## config.mk

```make
export PLATFORM = sky130hd
export DESIGN_NAME = sds_sqrt
export DESIGN_NICKNAME = d
export VERILOG_FILES = /design/src/rtl/sds_pkg.sv /design/src/rtl/sds_sqrt.sv
export SDC_FILE = /design/constraint.sdc
export NUM_CORES = 1
export LEC_CHECK = 0
export BUFFER_PORTS_ARGS = -buffer_cell sky130_fd_sc_hd__buf_2
export CORE_MARGIN = 10
export CORE_UTILIZATION = 50
export CTS_CLUSTER_SIZE = 8
export DETAILED_ROUTE_END_ITERATION = 16
export HOLD_SLACK_MARGIN = 0.08
export PLACE_DENSITY_LB_ADDON = 0.05
export SYNTH_ARGS = -nofsm -noshare
export SYNTH_HDL_FRONTEND = slang
export SYNTH_SLANG_ARGS = --single-unit
```

## constraint.sdc

```tcl
create_clock -name i_clk -period 3.1 [get_ports i_clk]
set_clock_uncertainty 0.05 [all_clocks]
set_input_delay 0.465 -clock i_clk [delete_from_list [all_inputs] [get_ports i_clk]]
set_output_delay 0.465 -clock i_clk [all_outputs]
set_load 0.02 [all_outputs]
```

## src/rtl/sds_pkg.sv

```systemverilog
package sds_pkg;

    localparam int CoordW = 24;
    localparam int PresW  = 12;
    localparam int RegW   = 16;
    localparam int DeltaW = 25;
    localparam int SqW    = 50;
    localparam int LenW   = 25;
    localparam int OffW   = 17;
    localparam int FullPressure = 2048;

    localparam logic [0:0] RegPenWidth = 1'b0;
    localparam logic [0:0] RegDabStep  = 1'b1;

    // divider request: unsigned numerator over unsigned denominator
    // numerator holds |delta| * distance + len / 2, up to 49 bits
    localparam int NumW = 49;
    localparam int DenW = 25;

    typedef struct packed {
        logic            start;
        logic [NumW-1:0] num;
        logic [DenW-1:0] den;
    } t_div_req;

    typedef struct packed {
        logic            done;
        logic [NumW-1:0] quo;
        logic [DenW-1:0] rem;
    } t_div_rsp;

endpackage

```

## src/rtl/sds_sqrt.sv

```systemverilog
module sds_sqrt
    import sds_pkg::*;
(
    input  logic            i_clk,
    input  logic            i_rst_n,
    input  logic            i_start,
    input  logic [SqW-1:0]  i_val,
    output logic            o_done,
    output logic [LenW-1:0] o_root
);
    // digit-by-digit square root, one result bit a cycle
    localparam int Steps = SqW / 2;
    logic [SqW-1:0]  r_val, n_val;
    logic [LenW+1:0] r_rem, n_rem;
    logic [LenW-1:0] r_root, n_root;
    logic [4:0]      r_cnt, n_cnt;
    logic            r_busy, n_busy, r_done, n_done;
    logic [LenW+1:0] w_trial, w_sub;

    always_comb begin
        n_val = r_val; n_rem = r_rem; n_root = r_root;
        n_cnt = r_cnt; n_busy = r_busy; n_done = 1'b0;
        w_trial = {r_rem[LenW-1:0], r_val[SqW-1:SqW-2]};
        w_sub   = {r_root, 2'b01};
        if (i_start) begin
            n_val = i_val; n_rem = '0; n_root = '0;
            n_cnt = 5'(Steps); n_busy = 1'b1;
        end else if (r_busy) begin
            n_val = {r_val[SqW-3:0], 2'b00};
            if (w_trial >= w_sub) begin
                n_rem  = w_trial - w_sub;
                n_root = {r_root[LenW-2:0], 1'b1};
            end else begin
                n_rem  = w_trial;
                n_root = {r_root[LenW-2:0], 1'b0};
            end
            n_cnt = r_cnt - 5'd1;
            if (r_cnt == 5'd1) begin
                n_busy = 1'b0; n_done = 1'b1;
            end
        end
    end

    always_ff @(posedge i_clk) begin
        if (!i_rst_n) begin
            r_busy <= 1'b0; r_done <= 1'b0; r_cnt <= '0;
        end else begin
            r_busy <= n_busy; r_done <= n_done; r_cnt <= n_cnt;
        end
        r_val <= n_val; r_rem <= n_rem; r_root <= n_root;
    end

    assign o_done = r_done;
    assign o_root = r_root;
endmodule

```

==> metrics <==
Synth Warn #=0; Worst-path clk slew=0.07 ns; run status=finished, final reports clean; Synth cell types=60; DR pass1 iterations=4; crit-path leading delay family=compound AO/OA/AOI/OAI gates; Post-Synth Adder-Cell Area=under 10%; worst-margin pin slew=between 0.8 and 0.9 ns; clk_lat worst skew=between 0.3 and 0.4 ns; CTS Buffer Depth=2; Num CTS Buffers=9; Worst Hold Class=primary input to register; CTS tree=done; Synth Register Bits=between 100 and 150; CP Capture Type=register; GR Util met1=about 17%; I/O Buffers=78; critical path class=register to register; Max Clock Freq=0.353 GHz; Core ar.=approximately 11000 sq um; Total GRT Usage=between 10% and 20%; Rows=39; DRT Wirelength=11.7 mm; Root Buffer=clkbuf_16; pwr/cell area=roughly 990 nW/um^2; Peak VDD IR=between 0.7 and 0.8 mV; WL per Instance=~16 microns; initial core utilization=around 51%; Critical Path RT=roughly 3.4 ns; placer's final routability congestion estimate=0.864; mux cell area share after synthesis=between 15 and 20%; min-delay src=i_rst_n; complex-gate fraction of the synthesized area=12.5%; Total Power Consumption=between 6000 and 7000 uW; met3 Track Usage GR=around 6.8%; path depth of the worst reg2reg path=10; Die W=127 microns; max cap viols=0; Top Usage Layer GRT=met2; antenna violations before repair=1; Setup violations, final=0; Post-synth EDFFs=50; Vias=around 4000; grt met2 use=between 20% and 30%; Synth Area in Simple Gates=about 10%; first-pass GRT wire length=about 20 mm; hold depth=3; post-layout net count=~700; Die Footprint=~16000 sq um; Post-Synthesis Cells=around 530; vias in the first global route=4181; CP max-delay cell=o41a_1; GR Overflow Total=0; Crit path largest cell delay=approximately 0.46 ns; Worst Setup Start Kind=register; Iter 0 DRT Violations=around 220; post-CTS sizing=0; Worst R2R End=r_rem[24]; DP HPWL=between 8 and 9 mm; Slew Limit Fails=0; RSZ-0062 raised after global routing=no; pin count of the biggest net entering global routing=47; final worst path period share=91.5%; WHS=around 0.33 ns; CP arrival=about 3 ns; syn nets=between 600 and 700; via/cell ratio=5.39; Routed Antenna Nets=0; origin of the critical flop-to-flop path=o_root[0]; main combinational cell family by area after synthesis=multiplexers; height of the die=between 100 and 150 microns; Area after DPL=6190 sq um; Clock Sinks=107; synthesized cell area=approximately 5700 sq um; CP Cell Sequence=inv_1 -> ha_1 -> nor2b_1 -> o31a_2 -> o41a_1 -> a221oi_1 -> o21ai_0 -> xnor2_1 -> or3_1 -> nand3_1; CP bufs+invs=1; Final Hold Vio Count=0; Ant. Diodes=0; Final Core Density=between 50% and 60%; reg2reg setup slack=about 0.26 ns; setup TNS=0 ns; register area share after synthesis=between 40% and 50%; WHS Endpoint=r_cnt[2]; Post-Syn Area per Cell=between 10 and 15 sq um; I/O pin cnt=approximately 80; Synth async-reset ratio=0%; slew margin rel.=40.1%; layout cells sized above 1=27.8%; xor/xnor share of the synthesized area=about 4.1%; H-tree depth=3; CP Max Fanout=4; final worst path period need=between 2 and 3 ns; Finished Cell Area=approximately 6500 sq um; area delta synth->final=14.2%; top_reg_cell synth=dfxtp_1; Leakage=~0.0027 uW; DRC violations left=0
cells by family (layout without fill, tap and decap cells):
group           after synthesis  count (layout)
simple gates                121             121
flops                       107             107
compound gates               98              99
mux                          84              84
buf+inv                      65             137
fa+ha+maj                    29              29
xor+xnor                     27              27
area by class of cell:
cell class                      count  area (sq um)
Inverter                           34           128
Clock inverter                      7           105
Timing Repair Buffer               87           460
Fill cell                        1042          4790
Tap cell                          143           179
Clock buffer                        9           225
Sequential cell                   107          2640
Multi-Input combinational cell    360          2790
worst min-delay path, stage by stage:
cell      delay, ns
buf_2          0.10
nand2b_1       0.08
nor2_1         0.05
cells in the mapped netlist, types with 3 or more instances:
| cell | n | share of area [%] |
|---|---|---|
| nor3_1 | 5 | 0.44 |
| inv_1 | 34 | 2.2 |
| ha_1 | 29 | 6.3 |
| mux2i_1 | 36 | 6.3 |
| xnor2_1 | 15 | 2.3 |
| o21ai_0 | 10 | 0.87 |
| o21a_1 | 9 | 1.2 |
| a211oi_1 | 14 | 1.8 |
| nand2_1 | 21 | 1.4 |
| or3_1 | 3 | 0.33 |
| nand3_1 | 10 | 0.87 |
| dfxtp_1 | 57 | 20 |
| xor2_1 | 12 | 1.8 |
| clkbuf_1 | 17 | 1.1 |
| a21oi_1 | 16 | 1.4 |
| and2_1 | 3 | 0.33 |
| nor2_1 | 56 | 3.7 |
| o311ai_0 | 3 | 0.46 |
| edfxtp_1 | 50 | 26 |
| a21o_1 | 9 | 1.2 |
| buf_2 | 9 | 0.79 |
| mux2_2 | 48 | 9.4 |
| nand4_1 | 6 | 0.66 |
| o31ai_1 | 5 | 0.66 |
| a32oi_1 | 5 | 0.77 |
| a31oi_1 | 4 | 0.44 |
where the power goes:
group          switching, uW  total [uW]  internal [uW]
Combinational           1880        3400           1520
Clock                    542        1270            724
Sequential               134        1830           1700
Total                   2550        6490           3940
routing by layer:
layer | vias up | part of all wire (%)
li1 | 2050 | -
met1 | 1900 | 43
met2 | 70 | 49
met3 | 10 | 6.7
met4 | 0 | 0.94
met5 | - | 0
sequential cells by signal (all words and copies together) (netlist names):
register / flops
o_done: 1
o_root: 25
r_busy: 1
r_cnt: 5
r_rem: 25
r_val: 50
what timing repair did:
item	CTS	global route
endpoints found under the setup margin	0	9
hold buffers	0	0
setup buffers	0	0
per-stage QoR:
step                cells  setup WS (ns)
floorplan             531          0.390
CTS                   746          0.181
global placement      730          0.290
detailed placement    730          0.199
finish                747          0.264
global route          747         0.0476
placed cells by master (no fill, tap or decap), types with 3 or more instances in the layout:
master / count
nand2_1: 21
o31ai_1: 5
a21o_1: 9
mux2i_1: 36
a31oi_1: 4
or3_1: 3
o311ai_0: 3
a211oi_1: 14
nand4_1: 6
buf_4: 10
mux2_2: 48
o21ai_0: 10
xnor2_1: 15
nor3_1: 5
buf_2: 77
inv_1: 33
dfxtp_1: 56
a21oi_1: 16
o21a_1: 9
and2_1: 3
nand3_1: 10
clkbuf_16: 9
xor2_1: 12
a32oi_1: 5
ha_1: 29
nor2_1: 56
edfxtp_1: 50
worst max-delay path by stage:
stage                     startpoint        end  slack [ns]  cells past startpoint
after global placement     o_root[1]   r_rem[9]        0.29                     10
after CTS                  o_root[1]   r_rem[3]        0.18                     10
after detailed placement   o_root[1]   r_rem[3]        0.20                     10
final                      o_root[0]  r_rem[24]        0.26                     10
after floorplan            o_root[0]  r_rem[24]        0.39                     10
after global routing       o_root[0]  r_rem[24]        0.05                     10
(Power assumes the default switching activity.)
