$ cat src/rtl/sds_pkg.sv
package sds_pkg;

    localparam int CoordW = 24;
    localparam int PresW  = 12;
    localparam int RegW   = 16;
    localparam int DeltaW = 25;
    localparam int SqW    = 50;
    localparam int LenW   = 25;
    localparam int OffW   = 17;
    localparam int FullPressure = 2048;

    localparam logic [0:0] RegPenWidth = 1'b0;
    localparam logic [0:0] RegDabStep  = 1'b1;

    // divider request: unsigned numerator over unsigned denominator
    // numerator holds |delta| * distance + len / 2, up to 49 bits
    localparam int NumW = 49;
    localparam int DenW = 25;

    typedef struct packed {
        logic            start;
        logic [NumW-1:0] num;
        logic [DenW-1:0] den;
    } t_div_req;

    typedef struct packed {
        logic            done;
        logic [NumW-1:0] quo;
        logic [DenW-1:0] rem;
    } t_div_rsp;

endpackage

$ cat src/rtl/sds_div.sv
module sds_div
    import sds_pkg::*;
(
    input  logic     i_clk,
    input  logic     i_rst_n,
    input  t_div_req i_req,
    output t_div_rsp o_rsp
);
    // restoring divider, one quotient bit a cycle
    logic [NumW-1:0] r_quo, n_quo;
    logic [DenW:0]   r_rem, n_rem;
    logic [DenW-1:0] r_den, n_den;
    logic [5:0]      r_cnt, n_cnt;
    logic            r_busy, n_busy, r_done, n_done;
    logic [DenW:0]   w_trial;

    always_comb begin
        n_quo = r_quo; n_rem = r_rem; n_den = r_den;
        n_cnt = r_cnt; n_busy = r_busy; n_done = 1'b0;
        w_trial = {r_rem[DenW-1:0], r_quo[NumW-1]};
        if (i_req.start) begin
            n_quo = i_req.num; n_rem = '0; n_den = i_req.den;
            n_cnt = 6'(NumW); n_busy = 1'b1;
        end else if (r_busy) begin
            if (w_trial >= {1'b0, r_den}) begin
                n_rem = w_trial - {1'b0, r_den};
                n_quo = {r_quo[NumW-2:0], 1'b1};
            end else begin
                n_rem = w_trial;
                n_quo = {r_quo[NumW-2:0], 1'b0};
            end
            n_cnt = r_cnt - 6'd1;
            if (r_cnt == 6'd1) begin
                n_busy = 1'b0; n_done = 1'b1;
            end
        end
    end

    always_ff @(posedge i_clk) begin
        if (!i_rst_n) begin
            r_busy <= 1'b0; r_done <= 1'b0; r_cnt <= '0;
        end else begin
            r_busy <= n_busy; r_done <= n_done; r_cnt <= n_cnt;
        end
        r_quo <= n_quo; r_rem <= n_rem; r_den <= n_den;
    end

    assign o_rsp.done = r_done;
    assign o_rsp.quo  = r_quo;
    assign o_rsp.rem  = r_rem[DenW-1:0];
endmodule

$ cat config.mk
export PLATFORM = sky130hd
export DESIGN_NAME = sds_div
export DESIGN_NICKNAME = d
export VERILOG_FILES = /design/src/rtl/sds_pkg.sv /design/src/rtl/sds_div.sv
export SDC_FILE = /design/constraint.sdc
export NUM_CORES = 1
export LEC_CHECK = 0
export BUFFER_PORTS_ARGS = -buffer_cell sky130_fd_sc_hd__buf_4
export CAP_MARGIN = 20
export CORE_MARGIN = 2
export CORE_UTILIZATION = 48
export CTS_CLUSTER_SIZE = 14
export DETAILED_ROUTE_END_ITERATION = 7
export PLACE_DENSITY = 0.76
export SLEW_MARGIN = 40
export SYNTH_ARGS = -nofsm -noshare
export SYNTH_HDL_FRONTEND = slang
export SYNTH_SLANG_ARGS = --single-unit
$ cat constraint.sdc
create_clock -name i_clk -period 3 [get_ports i_clk]
set_clock_uncertainty 0.2 [all_clocks]
set_input_delay 0.3 -clock i_clk [delete_from_list [all_inputs] [get_ports i_clk]]
set_output_delay 0.3 -clock i_clk [all_outputs]
set_load 0.01 [all_outputs]
==> run_results.csv, run 1 <==
group,metric,value,unit
outcome,outcome,"finished with violations",
outcome,violations,"negative setup slack",
setup_path,reg2regPathDepth,12,
setup_path,path_max_fanout,11,
global_routing,grt_antenna_before_repair,0,
setup_path,cp-start-kind,"flop",
global_routing,grt_pass1_wl,25.4,mm
timing,fmax,322,MHz
setup_path,r2r_slack,-0.11,ns
placed_design,dp_cells,857,
synth,synth_edf_count,74,
setup_path,end_kind,"flop",
worst_hold_path,holdPathStages,2,
cts,clockBufferDepth,2,
power,p_leak,0.00353,uW
setup_path,worst-endpoint-arrival,3.13,ns
drt,finalWirelength,16.2,mm
final_layout,fillers,901,
cts,cts.sinks,107,
final_layout,syn2layout_area_growth,39.4,%
cts,cts_tree,"yes",
final_layout,drive_above_1_share,39.5,%
final_layout,utilization,68.3,%
drt,vias_per_cell,5.65,
worst_hold_path,worstHoldStart,"i_req[25]",
floorplanning,die-area,13200,sq um
synth,yosysMostFrequentCell,"edfxtp_1",
power,peakVddDrop,0.421,mV
synth,synth_area_per_cell,10.7,sq um
timing,rsz0062_at_grt,"yes",
floorplanning,pin_count,152,
power,power_frac_comb,22.7,%
flow_run,max-cap-violations,0,
worst_hold_path,hp-class,"primary input to flop",
placed_design,gp_congestion,0.949,
final_layout,layout.cells.non_filler,907,
global_routing,grt_overflow,0,
floorplanning,start_util,49.0,%
floorplanning,rows,40,
placed_design,port_buffers,151,
drt,vias,5126,
synth,syn_inst,548,
cts,root_buffer,"clkbuf_16",
synth,ys_ff_latch,107,
timing,fin_crit_sh,104,%
timing,worstMarginPinSlew,0.649,ns
timing,slew_violations,0,
power,p_total,3930,uW
synth,synth-seq-area-share,49.0,%
setup_path,worst-setup-path-type,"flop to flop",
power,clkPwrFrac,31.4,%
synth,ys_async_sr_fraction,0,%
synth,synth_top_area_share,37.8,%
synth,synthTopCellsByCount,"74 x edfxtp_1, 50 x mux2_2, 38 x nand2_1",
global_routing,grt_max_degree,52,
cts,clk_pin_slew,0.08,ns
synth,synth_fp_nets,653,
synth,synthTopCellsByArea,"edfxtp_1 38%, dfxtp_1 11%, mux2_2 9.6%, ha_1 5.7%, nand2_1 2.4%",
final_layout,antenna_cells,0,
final_layout,nets,860,
power,powerDensity,479,nW/um^2
synth,netlist_area,5880,sq um
synth,ys_warn_count,0,
drt,postRouteAntennaNets,0,
global_routing,grt_usage,24.7,%
drt,drcViolationCount,0,
timing,setup_ws,-0.110,ns
setup_path,r2r-start,"r_quo[48]$_DFFE_PP_",
cts,clock_latency,0.36,ns
drt,firstDrtPassIters,4,
synth,synthFlopType,"edfxtp_1",
floorplanning,core-area,12000,sq um
timing,finalSetupViolCount,18,
setup_path,cp.required,3.02,ns
worst_hold_path,min_to,"r_quo[0]$_DFFE_PP_",
power,p_switching,1090,uW
cts,cts_buffers,9,
power,p_sw_share,27.6,%
synth,yosys.area.top_type,"edfxtp_1",
drt,wl_per_cell,17.9,um
timing,slew_headroom,56.5,%
floorplanning,die_w,115,um
timing,post-route-min-period,3.11,ns
drt,drtIter0Drc,308,
floorplanning,die_h,115,um
cts,h-tree-depth,3,
timing,hold_viol_final,0,
global_routing,grt_pass1_vias,5222,
synth,ys_types,60,
power,pwr-share-seq,45.9,%
power,internal_power,2840,uW
placed_design,dp_hpwl,11.8,mm
setup_path,reg2reg_to,"r_rem[11]$_SDFFE_PP0P_",
-- worst max-delay path by stage --
stage | from | endpoint
CTS | r_quo[48]$_DFFE_PP_ | r_rem[5]$_SDFFE_PP0P_
finish | r_quo[48]$_DFFE_PP_ | r_rem[11]$_SDFFE_PP0P_
detailed placement | r_quo[48]$_DFFE_PP_ | r_rem[11]$_SDFFE_PP0P_
global placement | r_quo[48]$_DFFE_PP_ | r_rem[19]$_SDFFE_PP0P_
floorplan | r_quo[48]$_DFFE_PP_ | r_rem[0]$_SDFFE_PP0P_
global route | r_quo[48]$_DFFE_PP_ | r_rem[11]$_SDFFE_PP0P_
-- flip-flops by register name, summed over array words and instances (netlist names) --
name,flops
r_cnt,6
r_rem,25
r_busy,1
r_quo,49
r_den,25
r_done,1
-- worst max-delay path, cell delays in order, from the launching register on --
cell       delay [ns]
edfxtp_1         0.40
inv_2            0.09
ha_4             0.13
inv_2            0.04
fa_2             0.35
a21o_1           0.18
a311o_1          0.30
a211oi_2         0.33
nor3_2           0.11
o2111a_2         0.35
buf_8            0.18
o2111ai_4        0.20
a311oi_2         0.12
-- through the flow --
stage	TNS, ns	hold slack, ns	setup slack (ns)	cell area (sq um)
final	-0.854	0.0393	-0.110	8200
after global routing	-4.32	0.0360	-0.236	8200
after CTS	-0.352	0.0273	-0.0570	8110
after detailed placement	-3.95	0.280	-0.225	7380
after global placement	-1.11	0.279	-0.0976	7380
after floorplan	-0.0211	0.199	-0.0124	5900
-- power by group through the flow --
| stage | sequential, uW | clock (uW) | combinational, uW |
|---|---|---|---|
| final | 1810 | 1230 | 891 |
| after global routing | 1820 | 1300 | 975 |
| after CTS | 1810 | 1270 | 876 |
| after detailed placement | 1830 | 0 | 832 |
| after global placement | 1830 | 0 | 810 |
| after floorplan | 1860 | 0 | 433 |
-- timing repair --
item,in CTS,in global routing
hold buffers,26,0
cloned,0,0
setup buffers,7,2
pin swaps,10,7
resized for setup,24,23
endpoints found under the hold margin,29,0
endpoints found under the setup margin,26,26
-- routing by layer --
layer / vias to the layer above / share of wire (%) / GRT usage (%)
met5: - / 0 / 0
met4: 0 / 1.6 / 6.75
met3: 24 / 8.5 / 7.62
met2: 205 / 50 / 43.3
met1: 2434 / 39 / 29.4
li1: 2463 / - / -
-- cells by family (layout without fill, tap and decap cells) --
kind of cell               Yosys count  in the layout  synth area share, %
AOI/OAI and AO/OA                  136            136                 16.4
buffers and inverters               64            276                 4.27
DFF                                107            107                 49.0
adders and majority gates           28             28                 6.08
and+or+nand+nor                    143            143                 11.7
muxes                               51             51                 9.74
xor gates and xnor gates            19             19                 2.83
-- layout make-up --
| cell class | count | area, sq um | share of cell area (%) |
|---|---|---|---|
| timing repair buffer | 223 | 1760 | 21.5 |
| multi-input combinational | 377 | 2930 | 35.7 |
| clock buffer | 9 | 225 | 2.75 |
| sequential | 107 | 2880 | 35.2 |
| inverter | 37 | 139 | 1.69 |
| tap | 147 | 184 | 2.24 |
| clock inverter | 7 | 81.3 | 0.992 |
-- cell usage in the layout (no fill, tap or decap), types with 25 or more instances in the layout --
cell type	netlist	final
mux2_2	50	50
nor2_1	36	35
dfxtp_1	33	33
a21oi_1	26	25
dlygate4sd3_1	0	26
buf_4	2	193
nand2_1	38	37
ha_1	27	26
inv_1	37	34
edfxtp_1	74	74
Note: power is estimated with default switching activity, not from simulation.
==> run 2, diff against run 1 <==
--- a/config.mk
+++ b/config.mk
@@ -5,13 +5,14 @@
 export SDC_FILE = /design/constraint.sdc
 export NUM_CORES = 1
 export LEC_CHECK = 0
+export ABC_AREA = 1
 export BUFFER_PORTS_ARGS = -buffer_cell sky130_fd_sc_hd__buf_4
-export CAP_MARGIN = 20
+export CAP_MARGIN = 10
 export CORE_MARGIN = 2
-export CORE_UTILIZATION = 48
+export CORE_UTILIZATION = 49
 export CTS_CLUSTER_SIZE = 14
 export DETAILED_ROUTE_END_ITERATION = 7
-export PLACE_DENSITY = 0.76
+export PLACE_DENSITY = 0.77
 export SLEW_MARGIN = 40
 export SYNTH_ARGS = -nofsm -noshare
 export SYNTH_HDL_FRONTEND = slang
==> run_results.csv, run 2 <==
group,metric,value,unit
synth,synth_top_area_share,34.3,%
drt,vias,6212,
power,powerDensity,419,nW/um^2
synth,ys_ff_latch,107,
drt,drcViolationCount,0,
drt,drtIter0Drc,407,
timing,tns,0,ns
floorplanning,die-area,14200,sq um
timing,fmax,408,MHz
timing,worstMarginPinSlew,0.554,ns
placed_design,port_buffers,151,
global_routing,grt_overflow,0,
synth,ys_warn_count,0,
floorplanning,die_h,119,um
setup_path,cp-start-kind,"flop",
timing,post-route-min-period,2.45,ns
synth,synth_area_per_cell,7.17,sq um
timing,slew_headroom,63.0,%
final_layout,final_cell_mix,"417 x nand2_1, 159 x buf_4, 147 x inv_1",
placed_design,dp_hpwl,12.9,mm
timing,slew_violations,0,
final_layout,multi_input_area,2900,sq um
global_routing,grt_pass1_vias,6044,
floorplanning,start_util,49.6,%
setup_path,cp.required,3.05,ns
timing,setup_ws,0.547,ns
synth,synth-seq-area-share,44.5,%
cts,clock_latency,0.36,ns
synth,synth_fp_nets,1009,
timing,fin_crit_sh,81.8,%
global_routing,grt_antenna_before_repair,0,
setup_path,worst-setup-path-type,"flop to flop",
synth,synthTopCellsByCount,"417 x nand2_1, 148 x inv_1, 74 x edfxtp_1",
cts,holdBufCountCts,43,
synth,yosys.area.top_type,"edfxtp_1",
floorplanning,core-area,13100,sq um
cts,cts_resized,0,
timing,finalSetupViolCount,0,
synth,yosysMostFrequentCell,"nand2_1",
final_layout,antenna_cells,0,
synth,synthTopCellsByArea,"edfxtp_1 34%, nand2_1 24%, dfxtp_1 10%, inv_1 8.6%, ha_1 5.2%",
global_routing,grt_max_degree,50,
drt,vias_per_cell,4.88,
cts,post_cts_buffers,0,
timing,hold_viol_final,0,
final_layout,drive_above_1_share,18.1,%
floorplanning,pin_count,152,
synth,ys_types,34,
drt,wl_per_cell,13.9,um
final_layout,utilization,65.1,%
final_layout,fillers,1125,
placed_design,gp_congestion,0.939,
synth,synthFlopType,"edfxtp_1",
setup_path,worst-endpoint-arrival,2.50,ns
floorplanning,rows,42,
final_layout,final_common_cell,"nand2_1",
final_layout,regMostFlops,"r_quo",
power,p_leak,0.00452,uW
placed_design,post-place-ws,0.583,ns
synth,syn_inst,904,
synth,netlist_area,6480,sq um
cts,h-tree-depth,3,
final_layout,largest_reg_flops,49,
setup_path,end_kind,"flop",
final_layout,nets,1198,
final_layout,reg_top3,"r_quo x49, r_den x25, r_rem x25",
cts,cts.sinks,107,
final_layout,syn2layout_area_growth,31.4,%
global_routing,grt_pass1_wl,28.9,mm
placed_design,dp_cells,1215,
drt,postRouteAntennaNets,0,
cts,root_buffer,"clkbuf_16",
final_layout,layout.cells.non_filler,1274,
synth,synth_edf_count,74,
cts,cts_buffers,9,
cts,clk_pin_slew,0.08,ns
flow_run,max-cap-violations,0,
worst_hold_path,hp-class,"primary input to flop",
drt,firstDrtPassIters,8,
outcome,outcome,"complete, no violations",
synth,ys_async_sr_fraction,0,%
timing,rsz0062_at_grt,"no",
cts,clockBufferDepth,2,
drt,finalWirelength,17.7,mm
global_routing,grt_usage,25.7,%
floorplanning,die_w,119,um
cts,cts_tree,"yes",
power,peakVddDrop,0.331,mV
final_layout,seqCellArea,2880,sq um
setup_path,path_max_fanout,25,
==> run 2: cell types whose count changed in the layout (fill, tap and decap cells not counted), sizes merged, moves of 20 or more <==
cell and change:
nand2 +383, nand4 +28, buf -37, nand3 +29, o21ai -20, inv +116
mux2 -50
==> run 2: through the flow <==
step	hold WS, ns	total power [uW]	instance area, sq um
after floorplan	0.199	2090	6480
after global placement	0.277	2370	7800
after detailed placement	0.278	2380	7800
after CTS	0.000314	3590	8520
after global routing	0.00491	3730	8520
final	0.0124	3570	8520
==> run 2: cell type report <==
type	instances	share of cell area (%)
Inverter	156	6.87
Tap cell	176	2.58
Clock buffer	9	2.64
Sequential cell	107	33.8
Multi-Input combinational cell	616	34.0
Timing Repair Buffer	203	19.3
Clock inverter	7	0.749
==> run 2: where the power goes <==
part / internal (uW) / total, uW / switching [uW]
clock network: 580 / 1170 / 591
logic: 292 / 627 / 335
registers: 1710 / 1770 / 62.6
total: 2580 / 3570 / 988
==> run 2: worst max-delay path: stages, from the launching register on <==
cell	delay, ns
edfxtp_1	0.40
inv_1	0.09
ha_1	0.18
inv_1	0.07
fa_1	0.43
nand3_1	0.12
nand3_2	0.12
nand2_2	0.12
buf_4	0.31
nand4_1	0.13
nand3_1	0.11
nand2_1	0.06
==> run 2: worst paths after layout <==
check / depth (start not counted) / slack (ns) / from / end
worst max-delay path: 11 / 0.55 / r_quo[48]$_DFFE_PP_ / r_rem[5]$_SDFFE_PP0P_
worst max register to register: 11 / 0.55 / r_quo[48]$_DFFE_PP_ / r_rem[5]$_SDFFE_PP0P_
worst min-delay path: 3 / 0.01 / i_req[26] / r_quo[1]$_DFFE_PP_
worst min register to register: 2 / 0.29 / r_rem[6]$_SDFFE_PP0P_ / r_rem[6]$_SDFFE_PP0P_
==> run 2: routing by layer <==
layer | GRT usage, % | vias up | wire length [um]
met2 | 42.6 | 226 | 8410
met3 | 8.00 | 17 | 1470
li1 | - | 3180 | -
met5 | 0 | - | 0
met1 | 32.8 | 2789 | 7630
met4 | 6.40 | 0 | 208
==> run 2: cell families after synthesis <==
kind of cell               synth area share, %
xor gates and xnor gates                  1.62
buffers and inverters                     10.9
DFF                                       44.5
adders and majority gates                 5.52
AOI/OAI and AO/OA                         1.93
and+or+nand+nor                           35.6
